--- src/sv/alle_pkg.sv ---
package alle_pkg;

  localparam int SLOTS      = 64;
  localparam int SLOT_BITS  = 6;
  localparam int VALUE_BITS = 32;
  localparam int GRP_SIZE   = 8;
  localparam int GRP_CNT    = SLOTS / GRP_SIZE;
  localparam int GRP_BITS   = 3;

  // request kinds
  localparam logic KIND_INSERT = 1'b0;
  localparam logic KIND_DELETE = 1'b1;

  // reply status codes
  localparam logic [1:0] ST_OK       = 2'd0;
  localparam logic [1:0] ST_BAD_SLOT = 2'd1;
  localparam logic [1:0] ST_FULL     = 2'd2;

  typedef logic [SLOT_BITS-1:0] slot_t;

  typedef struct packed {
    logic                         kind;
    slot_t                        slot_index;
    logic signed [VALUE_BITS-1:0] item_value;
  } in_item_t;

  typedef struct packed {
    logic [1:0] status;
    slot_t      used_slot;
    slot_t      head_slot;
    slot_t      tail_slot;
    slot_t      live_count;
  } out_item_t;

  // lowest free slot search result
  typedef struct packed {
    logic  found;
    slot_t slot;
  } free_res_t;

endpackage

--- src/sv/array_linked_list_engine.sv ---
// Doubly linked list kept in 64 fixed slots; slot 0 is the sentinel.
// Input channel (in_valid/in_stall/in_data): one request per transfer, either
// insert item_value after slot_index (0 = front) or delete slot_index.
// Output channel (out_valid/out_stall/out_data): exactly one reply per request
// with status, the slot used, and head, tail and live count after the request.
// Steps from input transfer to reply registered at the output: an insert
// passes S_READ and S_LINK, a delete S_READ, a bad-slot reject S_RESP, and a
// full-list reject S_READ. One request is worked at a time; in_stall stays
// high from the transfer until the reply is loaded into the output register,
// so no new request is taken before the last one is through. The link
// memories each have one write port, and an insert writes two entries of each.
// Free slots: two-stage search over in-use bits; only stage 1 is registered.
// Reset (rst_n low, synchronous) empties the list: all slots free, head, tail
// and count zero. Link and value memories are not cleared; data read from a
// free slot is never used.
// If the receiver stalls, the reply waits in the output register. A request
// finishing while the register is still full holds its last step, commits
// nothing more, and completes once the register frees up.
module array_linked_list_engine (
  input  logic                 clk,
  input  logic                 rst_n,
  input  logic                 in_valid,
  output logic                 in_stall,
  input  alle_pkg::in_item_t   in_data,
  output logic                 out_valid,
  input  logic                 out_stall,
  output alle_pkg::out_item_t  out_data
);

  localparam logic [1:0] S_IDLE = 2'd0;  // waiting for a request
  localparam logic [1:0] S_READ = 2'd1;  // link read data available
  localparam logic [1:0] S_LINK = 2'd2;  // insert: splice into neighbors
  localparam logic [1:0] S_RESP = 2'd3;  // rejected request: send reply

  // control state
  logic [1:0]                 state_r, state_nxt;
  logic [alle_pkg::SLOTS-1:0] in_use_r, in_use_nxt;
  alle_pkg::slot_t            head_r, head_nxt;
  alle_pkg::slot_t            tail_r, tail_nxt;
  alle_pkg::slot_t            count_r, count_nxt;
  logic                       out_valid_r, out_valid_nxt;

  // request payload
  logic                              kind_r, kind_nxt;
  alle_pkg::slot_t                   slot_r, slot_nxt;
  logic [alle_pkg::VALUE_BITS-1:0]   value_r, value_nxt;
  alle_pkg::slot_t                   fresh_r, fresh_nxt;
  alle_pkg::slot_t                   after_r, after_nxt;
  logic [1:0]                        err_r, err_nxt;
  alle_pkg::out_item_t               out_data_r, out_data_nxt;

  logic            accept;
  logic            out_free;
  logic            slot_live;
  alle_pkg::slot_t rd_addr;
  alle_pkg::slot_t after_w;

  // memory ports
  logic                            nxt_we, prv_we, val_we;
  alle_pkg::slot_t                 nxt_wa, prv_wa;
  alle_pkg::slot_t                 nxt_wd, prv_wd;
  alle_pkg::slot_t                 nxt_rd, prv_rd;
  alle_pkg::free_res_t             free_res;

  assign in_stall  = (state_r != S_IDLE);
  assign accept    = in_valid && !in_stall;
  assign out_free  = !out_valid_r || !out_stall;
  assign slot_live = in_use_r[in_data.slot_index];
  // hold the read address on the latched slot so read data stays put
  assign rd_addr   = (state_r == S_IDLE) ? in_data.slot_index : slot_r;
  assign after_w   = (slot_r == '0) ? head_r : nxt_rd;

  alle_ram #(.WIDTH(alle_pkg::SLOT_BITS), .DEPTH(alle_pkg::SLOTS)) u_next_ram (
    .clk     (clk),
    .wr_en   (nxt_we),
    .wr_addr (nxt_wa),
    .wr_data (nxt_wd),
    .rd_addr (rd_addr),
    .rd_data (nxt_rd)
  );

  alle_ram #(.WIDTH(alle_pkg::SLOT_BITS), .DEPTH(alle_pkg::SLOTS)) u_prev_ram (
    .clk     (clk),
    .wr_en   (prv_we),
    .wr_addr (prv_wa),
    .wr_data (prv_wd),
    .rd_addr (rd_addr),
    .rd_data (prv_rd)
  );

  // value store is write-only inside the block
  alle_ram #(.WIDTH(alle_pkg::VALUE_BITS), .DEPTH(alle_pkg::SLOTS)) u_value_ram (
    .clk     (clk),
    .wr_en   (val_we),
    .wr_addr (fresh_nxt),
    .wr_data (value_r),
    .rd_addr (fresh_r),
    .rd_data ()
  );

  alle_free_find u_free_find (
    .clk    (clk),
    .load   (accept),
    .in_use (in_use_r),
    .res    (free_res)
  );

  always_comb begin
    state_nxt     = state_r;
    in_use_nxt    = in_use_r;
    head_nxt      = head_r;
    tail_nxt      = tail_r;
    count_nxt     = count_r;
    kind_nxt      = kind_r;
    slot_nxt      = slot_r;
    value_nxt     = value_r;
    fresh_nxt     = fresh_r;
    after_nxt     = after_r;
    err_nxt       = err_r;
    out_data_nxt  = out_data_r;
    out_valid_nxt = out_valid_r && out_stall;
    nxt_we        = 1'b0;
    nxt_wa        = '0;
    nxt_wd        = '0;
    prv_we        = 1'b0;
    prv_wa        = '0;
    prv_wd        = '0;
    val_we        = 1'b0;

    case (state_r)
      S_IDLE: begin
        if (accept) begin
          kind_nxt  = in_data.kind;
          slot_nxt  = in_data.slot_index;
          value_nxt = in_data.item_value;
          err_nxt   = alle_pkg::ST_BAD_SLOT;
          if (in_data.kind == alle_pkg::KIND_INSERT) begin
            state_nxt = (in_data.slot_index == '0 || slot_live) ? S_READ : S_RESP;
          end else begin
            state_nxt = (in_data.slot_index != '0 && slot_live) ? S_READ : S_RESP;
          end
        end
      end

      S_READ: begin
        if (kind_r == alle_pkg::KIND_INSERT) begin
          if (!free_res.found) begin
            if (out_free) begin
              out_valid_nxt = 1'b1;
              out_data_nxt  = '{alle_pkg::ST_FULL, '0, head_r, tail_r, count_r};
              state_nxt     = S_IDLE;
            end
          end else begin
            // new slot's own links and value
            fresh_nxt = free_res.slot;
            after_nxt = after_w;
            nxt_we    = 1'b1;
            nxt_wa    = free_res.slot;
            nxt_wd    = after_w;
            prv_we    = 1'b1;
            prv_wa    = free_res.slot;
            prv_wd    = slot_r;
            val_we    = 1'b1;
            state_nxt = S_LINK;
          end
        end else if (out_free) begin
          // delete: prv_rd / nxt_rd hold the neighbors
          if (prv_rd == '0) begin
            head_nxt = nxt_rd;
          end else begin
            nxt_we = 1'b1;
            nxt_wa = prv_rd;
            nxt_wd = nxt_rd;
          end
          if (nxt_rd == '0) begin
            tail_nxt = prv_rd;
          end else begin
            prv_we = 1'b1;
            prv_wa = nxt_rd;
            prv_wd = prv_rd;
          end
          in_use_nxt[slot_r] = 1'b0;
          count_nxt          = count_r - 1'b1;
          out_valid_nxt      = 1'b1;
          out_data_nxt       = '{alle_pkg::ST_OK, slot_r, head_nxt, tail_nxt, count_nxt};
          state_nxt          = S_IDLE;
        end
      end

      S_LINK: begin
        if (out_free) begin
          if (slot_r == '0) begin
            head_nxt = fresh_r;
          end else begin
            nxt_we = 1'b1;
            nxt_wa = slot_r;
            nxt_wd = fresh_r;
          end
          if (after_r == '0) begin
            tail_nxt = fresh_r;
          end else begin
            prv_we = 1'b1;
            prv_wa = after_r;
            prv_wd = fresh_r;
          end
          in_use_nxt[fresh_r] = 1'b1;
          count_nxt           = count_r + 1'b1;
          out_valid_nxt       = 1'b1;
          out_data_nxt        = '{alle_pkg::ST_OK, fresh_r, head_nxt, tail_nxt, count_nxt};
          state_nxt           = S_IDLE;
        end
      end

      S_RESP: begin
        if (out_free) begin
          out_valid_nxt = 1'b1;
          out_data_nxt  = '{err_r, '0, head_r, tail_r, count_r};
          state_nxt     = S_IDLE;
        end
      end

      default: begin
        state_nxt = S_IDLE;
      end
    endcase
  end

  always_ff @(posedge clk) begin
    if (!rst_n) begin
      state_r     <= S_IDLE;
      in_use_r    <= '0;
      head_r      <= '0;
      tail_r      <= '0;
      count_r     <= '0;
      out_valid_r <= 1'b0;
    end else begin
      state_r     <= state_nxt;
      in_use_r    <= in_use_nxt;
      head_r      <= head_nxt;
      tail_r      <= tail_nxt;
      count_r     <= count_nxt;
      out_valid_r <= out_valid_nxt;
    end
  end

  always_ff @(posedge clk) begin
    kind_r     <= kind_nxt;
    slot_r     <= slot_nxt;
    value_r    <= value_nxt;
    fresh_r    <= fresh_nxt;
    after_r    <= after_nxt;
    err_r      <= err_nxt;
    out_data_r <= out_data_nxt;
  end

  assign out_valid = out_valid_r;
  assign out_data  = out_data_r;

endmodule

--- src/sv/alle_ram.sv ---
module alle_ram #(
  parameter int WIDTH = 8,
  parameter int DEPTH = 64
) (
  input  logic                     clk,
  input  logic                     wr_en,
  input  logic [$clog2(DEPTH)-1:0] wr_addr,
  input  logic [WIDTH-1:0]         wr_data,
  input  logic [$clog2(DEPTH)-1:0] rd_addr,
  output logic [WIDTH-1:0]         rd_data
);

  logic [WIDTH-1:0] mem_r [DEPTH];
  logic [WIDTH-1:0] rd_data_r;

  always_ff @(posedge clk) begin
    if (wr_en) begin
      mem_r[wr_addr] <= wr_data;
    end
    rd_data_r <= mem_r[rd_addr];
  end

  assign rd_data = rd_data_r;

endmodule

--- src/sv/alle_free_find.sv ---
module alle_free_find (
  input  logic                          clk,
  input  logic                          load,
  input  logic [alle_pkg::SLOTS-1:0]    in_use,
  output alle_pkg::free_res_t           res
);

  logic [alle_pkg::SLOTS-1:0]    free_vec;
  logic [alle_pkg::GRP_CNT-1:0]  grp_any_r;
  logic [alle_pkg::GRP_BITS-1:0] grp_idx_r [alle_pkg::GRP_CNT];

  function automatic logic [alle_pkg::GRP_BITS-1:0] low_idx(
    input logic [alle_pkg::GRP_SIZE-1:0] bits
  );
    logic [alle_pkg::GRP_BITS-1:0] idx;
    idx = '0;
    for (int i = alle_pkg::GRP_SIZE - 1; i >= 0; i--) begin
      if (bits[i]) begin
        idx = alle_pkg::GRP_BITS'(i);
      end
    end
    return idx;
  endfunction

  // slot 0 is the sentinel and never allocated
  always_comb begin
    free_vec    = ~in_use;
    free_vec[0] = 1'b0;
  end

  // stage 1: per-group encode, registered
  always_ff @(posedge clk) begin
    if (load) begin
      for (int g = 0; g < alle_pkg::GRP_CNT; g++) begin
        grp_any_r[g] <= |free_vec[g*alle_pkg::GRP_SIZE +: alle_pkg::GRP_SIZE];
        grp_idx_r[g] <= low_idx(free_vec[g*alle_pkg::GRP_SIZE +: alle_pkg::GRP_SIZE]);
      end
    end
  end

  // stage 2: pick the lowest group with a free slot
  always_comb begin
    res = '0;
    for (int g = alle_pkg::GRP_CNT - 1; g >= 0; g--) begin
      if (grp_any_r[g]) begin
        res.found = 1'b1;
        res.slot  = {alle_pkg::GRP_BITS'(g), grp_idx_r[g]};
      end
    end
  end

endmodule

--- config.mk ---
export PLATFORM = sky130hd
export DESIGN_NAME = array_linked_list_engine
export DESIGN_NICKNAME = d
export VERILOG_FILES = /design/src/sv/alle_pkg.sv /design/src/sv/array_linked_list_engine.sv /design/src/sv/alle_ram.sv /design/src/sv/alle_free_find.sv
export SDC_FILE = /design/constraint.sdc
export NUM_CORES = 2
export LEC_CHECK = 0
export ABC_CLOCK_PERIOD_IN_PS = 8800
export BUFFER_PORTS_ARGS = -buffer_cell sky130_fd_sc_hd__buf_4
export CELL_PAD_IN_SITES_DETAIL_PLACEMENT = 0
export CELL_PAD_IN_SITES_GLOBAL_PLACEMENT = 1
export CORE_AREA = 2 2 339 341
export CTS_BUF_LIST = sky130_fd_sc_hd__clkbuf_8
export CTS_CLUSTER_DIAMETER = 40
export DETAILED_ROUTE_END_ITERATION = 8
export DIE_AREA = 0 0 341 343
export PLACE_DENSITY = 0.63
export SETUP_SLACK_MARGIN = 0.15
export SYNTH_ARGS = -nofsm -noshare
export SYNTH_HDL_FRONTEND = slang
export SYNTH_HIERARCHICAL = 1
export SYNTH_SLANG_ARGS = --single-unit
--- constraint.sdc ---
create_clock -name clk -period 8.8 [get_ports clk]
set_input_delay 0.44 -clock clk [delete_from_list [all_inputs] [get_ports clk]]
set_output_delay 0.44 -clock clk [all_outputs]
set_load 0.01 [all_outputs]
**Word level (Yosys, flattened, before mapping)**

Memories as Yosys holds them, arrays and structs flattened. A register that Yosys moved wholly into a read port is not among the register bits.
Cells that the tools add are included.

- Register bits: 138
- Memory bits (writable): 792
- Input bits: 43
- Output and inout port bits: 28
- Logic and storage cells: 245
- Memories: 3

- Add/subtract/negate cells: 2
- Order comparisons: 5
- Equal/unequal tests: 9
- Muxes and demuxes: 172
- Bitwise gates (word level): 5
- Reduce and logical (&&, ||, !) cells: 33

Memories:

| name | words | bits a word | read ports | clocked after memory_dff | wr ports | RTL line | text |
|---|---|---|---|---|---|---|---|
| u_next_ram.mem_r | 64 | 6 | 1 | 1 | 1 | alle_ram.sv:13 | `logic [WIDTH-1:0] mem_r [DEPTH];` |
| u_prev_ram.mem_r | 64 | 6 | 1 | 1 | 1 | alle_ram.sv:13 |  |
| u_free_find.grp_idx_r | 8 | 3 | 8 | 0 | 8 | alle_free_find.sv:10 | `logic [alle_pkg::GRP_BITS-1:0] grp_idx_r [alle_pkg::GRP_CNT];` |

Operator list:

| operator | count |
|---|---|
| 2-to-1 mux 6 bit | 38 |
| 2-to-1 mux 3 bit | 71 |
| 2-to-1 mux 64 bit | 3 |
| 2-to-1 mux 26 bit | 6 |
| NOT 64 bit | 2 |
| one-hot mux 64 bit (2 select lines) | 1 |
| one-hot mux 6 bit (2 select lines) | 7 |
| one-hot mux 26 bit (3 select lines) | 1 |
| bitwise AND 64 bit | 1 |
| OR 64 bit | 1 |
| 2-to-1 mux 7 bit | 8 |
| OR reduction 8 bit | 7 |
| zero test 6 bit | 5 |
| 2-to-1 mux 1 bit | 23 |
| < comparator 6 x 7 -> 1 bit, second input constant | 3 |
| 2-to-1 mux 2 bit | 7 |
| demux 1 bit (select 6 bit) | 2 |
| >= comparator 6 x 1 -> 1 bit, second input constant | 2 |
| inequality test 2 bit, second input constant | 5 |
| OR reduction 7 bit | 1 |
| adder 6 x 1 -> 6 bit, second input constant | 1 |
| binary-select mux 1 bit (select 6 bit) | 1 |
| one-hot mux 1 bit (2 select lines) | 3 |
| one-hot mux 2 bit (3 select lines) | 1 |
| 17 further kinds | 26 |

**Longest topological paths before layout**

An unclocked memory read counts as a cell.

- Depth after elaboration: 14
- Mapped depth: 14
- Gate-level depth less buffers: 11

**Modules after synthesis**

The synthesis kept the hierarchy.

By module, submodules not included:

| module | instances | cells each | area an instance (µm²) | sequential area each (µm²) |
|---|---|---|---|---|
| alle_ram at u_prev_ram | 1 | 720 | 15225.9 | 11651.2 |
| alle_ram at u_next_ram | 1 | 729 | 15205.8 | 11651.2 |
| array_linked_list_engine | 1 | 820 | 7210.7 | 3052.9 |
| alle_free_find | 1 | 217 | 1864.3 | 960.9 |

**Worst setup path after synthesis**

No wires, ideal clock.

- Kind: register to register
- From: register state_r[1]
- To: memory u_prev_ram/mem_r[0][0] (netlist bit) (data pin)
- Setup time: 548 ps
- Arrival time: 3667 ps
- Data required time: 8252 ps
- Setup slack: 4585 ps
- Cell stages (with the launch flop): 9
- Buffers on the path: 3
- Clock period less this slack: 4215 ps
- Cells stage by stage: dfxtp_1 > inv_1 > ha_1 > clkbuf_1 > and3b_1 > clkbuf_1 > clkbuf_1 > nand2_1 > a21oi_1

- Word-level cells in the longest chain between the ends: 2
- Elaborated cells between the ends (all ways): 3
- Classes of those cells: eq/ne (2); mux (1)

RTL lines:

| what | RTL line | text |
|---|---|---|
| start, declared | array_linked_list_engine.sv:36 | `logic [1:0] state_r, state_nxt;` |
| start signal, assigned | array_linked_list_engine.sv:237 | `state_r <= state_nxt;` |
| equality test 2 bit or equality test 2 x 1 -> 1 bit (tied branches) | array_linked_list_engine.sv:130 | `case (state_r)` |
| one-hot mux 6 bit (2 select lines) * | array_linked_list_engine.sv:130 |  |
| net prv_wd[0] | array_linked_list_engine.sv:61 | `alle_pkg::slot_t nxt_wd, prv_wd;` |
| end, declared | alle_ram.sv:13 |  |

Mark *: on every way through the listed nets, which the timed path passes. The rest lies on a longest branch.

**Worst setup path in the final report**

- From: register state_r[0]
- To: memory u_prev_ram/mem_r[63][4] (netlist bit) (enable)

- Elaborated cells between the ends (all ways): 6
- Classes of those cells: eq/ne (2); mux (4)

RTL lines:

| what | RTL line | text |
|---|---|---|
| equality test 2 bit or equality test 2 x 1 -> 1 bit (tied branches) | array_linked_list_engine.sv:130 |  |
| one-hot mux 6 bit (2 select lines) * | array_linked_list_engine.sv:130 |  |
| net prv_wa[2] | array_linked_list_engine.sv:60 | `alle_pkg::slot_t nxt_wa, prv_wa;` |

Marks and branches as above.

==> run summary <==
OUTCOME
--------------------------------------------------------------------------------------------------
Outcome ............................................................................. complete, no violations

PLACED DESIGN
--------------------------------------------------------------------------------------------------
Post-placement setup slack ..........................................................      4150 ps
Hpwl dp .............................................................................     61100 um
Port-buffer cells ...................................................................           38
Placed standard-cell area ...........................................................  41300 sq um
Placer congestion estimate ..........................................................        0.859

STA
--------------------------------------------------------------------------------------------------
Max frequency .......................................................................    0.211 GHz
Unrepaired setup endpoints after global routing .....................................        false
Max-slew violation count ............................................................            0
Slew of the pin with the lowest slew margin .........................................      1270 ps
Worst slew margin relative to its limit .............................................        15.2%
Final hold slack ....................................................................       101 ps
Clock period minus final worst setup slack ..........................................      4750 ps
Post-Route Skew .....................................................................      60.0 ps
Number of endpoints failing setup at the final stage ................................            0
Count of endpoints failing hold in the final timing report ..........................            0
Setup slack after layout ............................................................      4050 ps
Total negative slack for setup checks ...............................................         0 ps
Part of the cycle the worst path needs ..............................................        54.0%

FLOORPLAN
--------------------------------------------------------------------------------------------------
CORE AREA ........................................................................... 113000 sq um
Die area ............................................................................ 117000 sq um
DIE WIDTH ...........................................................................       341 um
Total I/O pin count .................................................................           71
Die Y ...............................................................................       343 um
Starting density of the core ........................................................        34.8%
Cell row count ......................................................................          124

CLOCK TREE
--------------------------------------------------------------------------------------------------
Clock root buffer ................................................................... sky130_fd_sc_hd__clkbuf_8
Clock latency on the worst-skew pair ................................................       840 ps
Clock transition time at the flip-flop clock pins of the worst setup and hold paths .        60 ps
Count of H-tree levels built during CTS .............................................            4
Sink count of the clock tree ........................................................          941
Setup bufs post-CTS .................................................................            0
Number of buffers on the longest clock path .........................................            3
CTS Buf Count .......................................................................          166
Clock tree from TritonCTS ...........................................................         done

CRITICAL PATH
--------------------------------------------------------------------------------------------------
Critical setup path kind ............................................................ flip-flop to flip-flop
Critical path peak fanout ...........................................................           29
Crit Reg-Reg Endpoint ............................................................... u_prev_ram/mem_r[63][4]
Data arrival time of the critical path ..............................................      5170 ps
Critical path's largest stage delay .................................................       750 ps
Worst endpoint required time ........................................................      9220 ps
Buf/Inv on CP .......................................................................            3
Critical path, cell by cell ......................................................... inv_1 -> ha_1 -> buf_4 -> inv_1 -> nor2_1 -> a21oi_1 -> nor2_1 -> nand4_1 -> nor2_1
Reg2reg start .......................................................................   state_r[0]
Gate family responsible for the most delay along the worst path ..................... simple AND/OR/NAND/NOR gates
Critical path depth .................................................................            9
Endpoint class of the critical path .................................................    flip-flop
Most used cell along the critical path .............................................. sky130_fd_sc_hd__nor2_1
Crit path max-delay cell type ....................................................... sky130_fd_sc_hd__nor2_1
Sort of element at the start of the critical path ...................................    flip-flop
Worst Reg-to-Reg Cells ..............................................................            9
Reg-to-reg slack, setup .............................................................      4050 ps

RUN
--------------------------------------------------------------------------------------------------
Max cap viols .......................................................................            0

PWR
--------------------------------------------------------------------------------------------------
Leakage power .......................................................................      14.2 nW
Power per Cell Area .................................................................  260 nW/um^2
Peak supply drop ....................................................................   0.000138 V

FINISH
--------------------------------------------------------------------------------------------------
Signed area change from the synthesized netlist to the final layout .................        13.0%
Leading cell types in the layout, fill and taps excluded ............................ sky130_fd_sc_hd__edfxtp_1, sky130_fd_sc_hd__nor2_1, sky130_fd_sc_hd__mux4_2, sky130_fd_sc_hd__clkbuf_8, sky130_fd_sc_hd__nand2_1
Count of fill cells added during filler insertion ...................................        10307
Ratio of cells with drive above 1 in the final layout ...............................        20.8%
Post-layout nets ....................................................................         2627
Leading cell type in the layout, fill and taps excluded ............................. sky130_fd_sc_hd__edfxtp_1
Final core occ ......................................................................        39.3%
Final instance area .................................................................  44600 sq um

MIN PATH
--------------------------------------------------------------------------------------------------
Hold/Removal Path Class ............................................................. input port to flip-flop
Min-Delay Path Depth ................................................................            3
Sink of the worst hold path ......................................................... in_use_r[27]
Worst Hold Launch ...................................................................        rst_n

DRT
--------------------------------------------------------------------------------------------------
Remaining DRCs ......................................................................            0
Wirelength per Cell .................................................................      23.4 um
Via-per-instance ratio ..............................................................         5.36
Post-DRT Antenna Nets ...............................................................            0
Detailed Routing Iterations Pass 1 ..................................................            6
DR vias .............................................................................        22655
Total Routed Length .................................................................     98900 um
Starting DRC count in detailed routing ..............................................         2401

LOGIC SYNTHESIS
--------------------------------------------------------------------------------------------------
Cells after Synth ...................................................................         2482
Post-synthesis area per instance ....................................................   15.9 sq um
Post-Synthesis Net Count ............................................................         2532
Syn Std Cell Area ...................................................................  39500 sq um
Warnings from Yosys .................................................................            6

GLOBAL ROUTING
--------------------------------------------------------------------------------------------------
Pin count of the biggest net entering global routing ................................          104
Number of antenna violations at the first check in global routing ...................            1
Number of global-route vias before repair ...........................................        22984
Total routing usage reported by global routing ......................................        16.9%
Fraction of met1 tracks used by global routing ......................................        22.5%
Met2 layer usage reported by global route ...........................................        27.7%
Top Usage Layer GRT .................................................................         met2
First-pass GRT wire length ..........................................................    147000 um
Global routing usage on met3 ........................................................        3.29%
Total gr overflow ...................................................................            0

[how the worst max path moves through the flow]
stage	from	endpoint	slack [ps]
3_5_place_dp	state_r[0]	u_prev_ram/mem_r[31][4]	4150
4_1_cts	state_r[0]	u_prev_ram/mem_r[63][4]	4100
2_1_floorplan	state_r[1]	u_prev_ram/mem_r[0][0]	4580
3_3_place_gp	state_r[0]	u_prev_ram/mem_r[63][3]	4280
6_report	state_r[0]	u_prev_ram/mem_r[63][4]	4050
5_1_grt	state_r[0]	u_prev_ram/mem_r[63][4]	3740
[worst min-delay path, stage by stage]
cell,delay (ps)
sky130_fd_sc_hd__buf_4,270
sky130_fd_sc_hd__o21ai_0,140
sky130_fd_sc_hd__nor2_1,40
[layout make-up]
type	instances	area [sq um]	area share (%)
antenna	2	5.00	0.0112
clock buffer	174	2390	5.37
clock inverter	133	888	1.99
inverter	41	154	0.345
multi-input combinational	1356	11400	25.6
sequential	941	27300	61.2
tap	1512	1890	4.24
timing repair buffer	71	561	1.26
[flip-flops by register name, indices dropped and copies added, names as in the netlist]
register and cells:
u_next_ram/rd_data 6, u_prev_ram/mem_r 384, state_r 2, slot_r 6, after_r 6, u_prev_ram/rd_data 6, u_free_find/grp_any_r 8, in_use_r 63
count_r 6, out_data 26, fresh_r 6, out_valid 1, tail_r 6, kind_r 1, u_next_ram/mem_r 384, u_free_find/grp_idx_r 24
head_r 6
[metal layers]
| metal | wire length (um) | part of all wire [%] |
|---|---|---|
| met5 | 0 | 0 |
| met4 | 2410 | 2.4 |
| met3 | 5920 | 6.0 |
| met2 | 48300 | 49 |
| met1 | 42300 | 43 |
[report_power, final]
group | leakage [nW] | switching [mW] | internal [mW]
clock | 1.85 | 1.84 | 2.10
combinational | 3.73 | 1.46 | 0.855
sequential | 8.59 | 0.148 | 5.21
[metrics by stage]
stage | instances | power [mW]
after floorplan | 2482 | 6.98
after CTS | 4228 | 11.8
final | 4230 | 11.6
after global routing | 4230 | 12.1
after detailed placement | 3915 | 7.78
after global placement | 3915 | 7.74
[what timing repair did]
item | CTS | global route
resized for setup | 0 | 0
hold buffers | 6 | 0
endpoints found under the hold margin | 6 | 0
No activity file was read; power rests on OpenSTA's default activity.
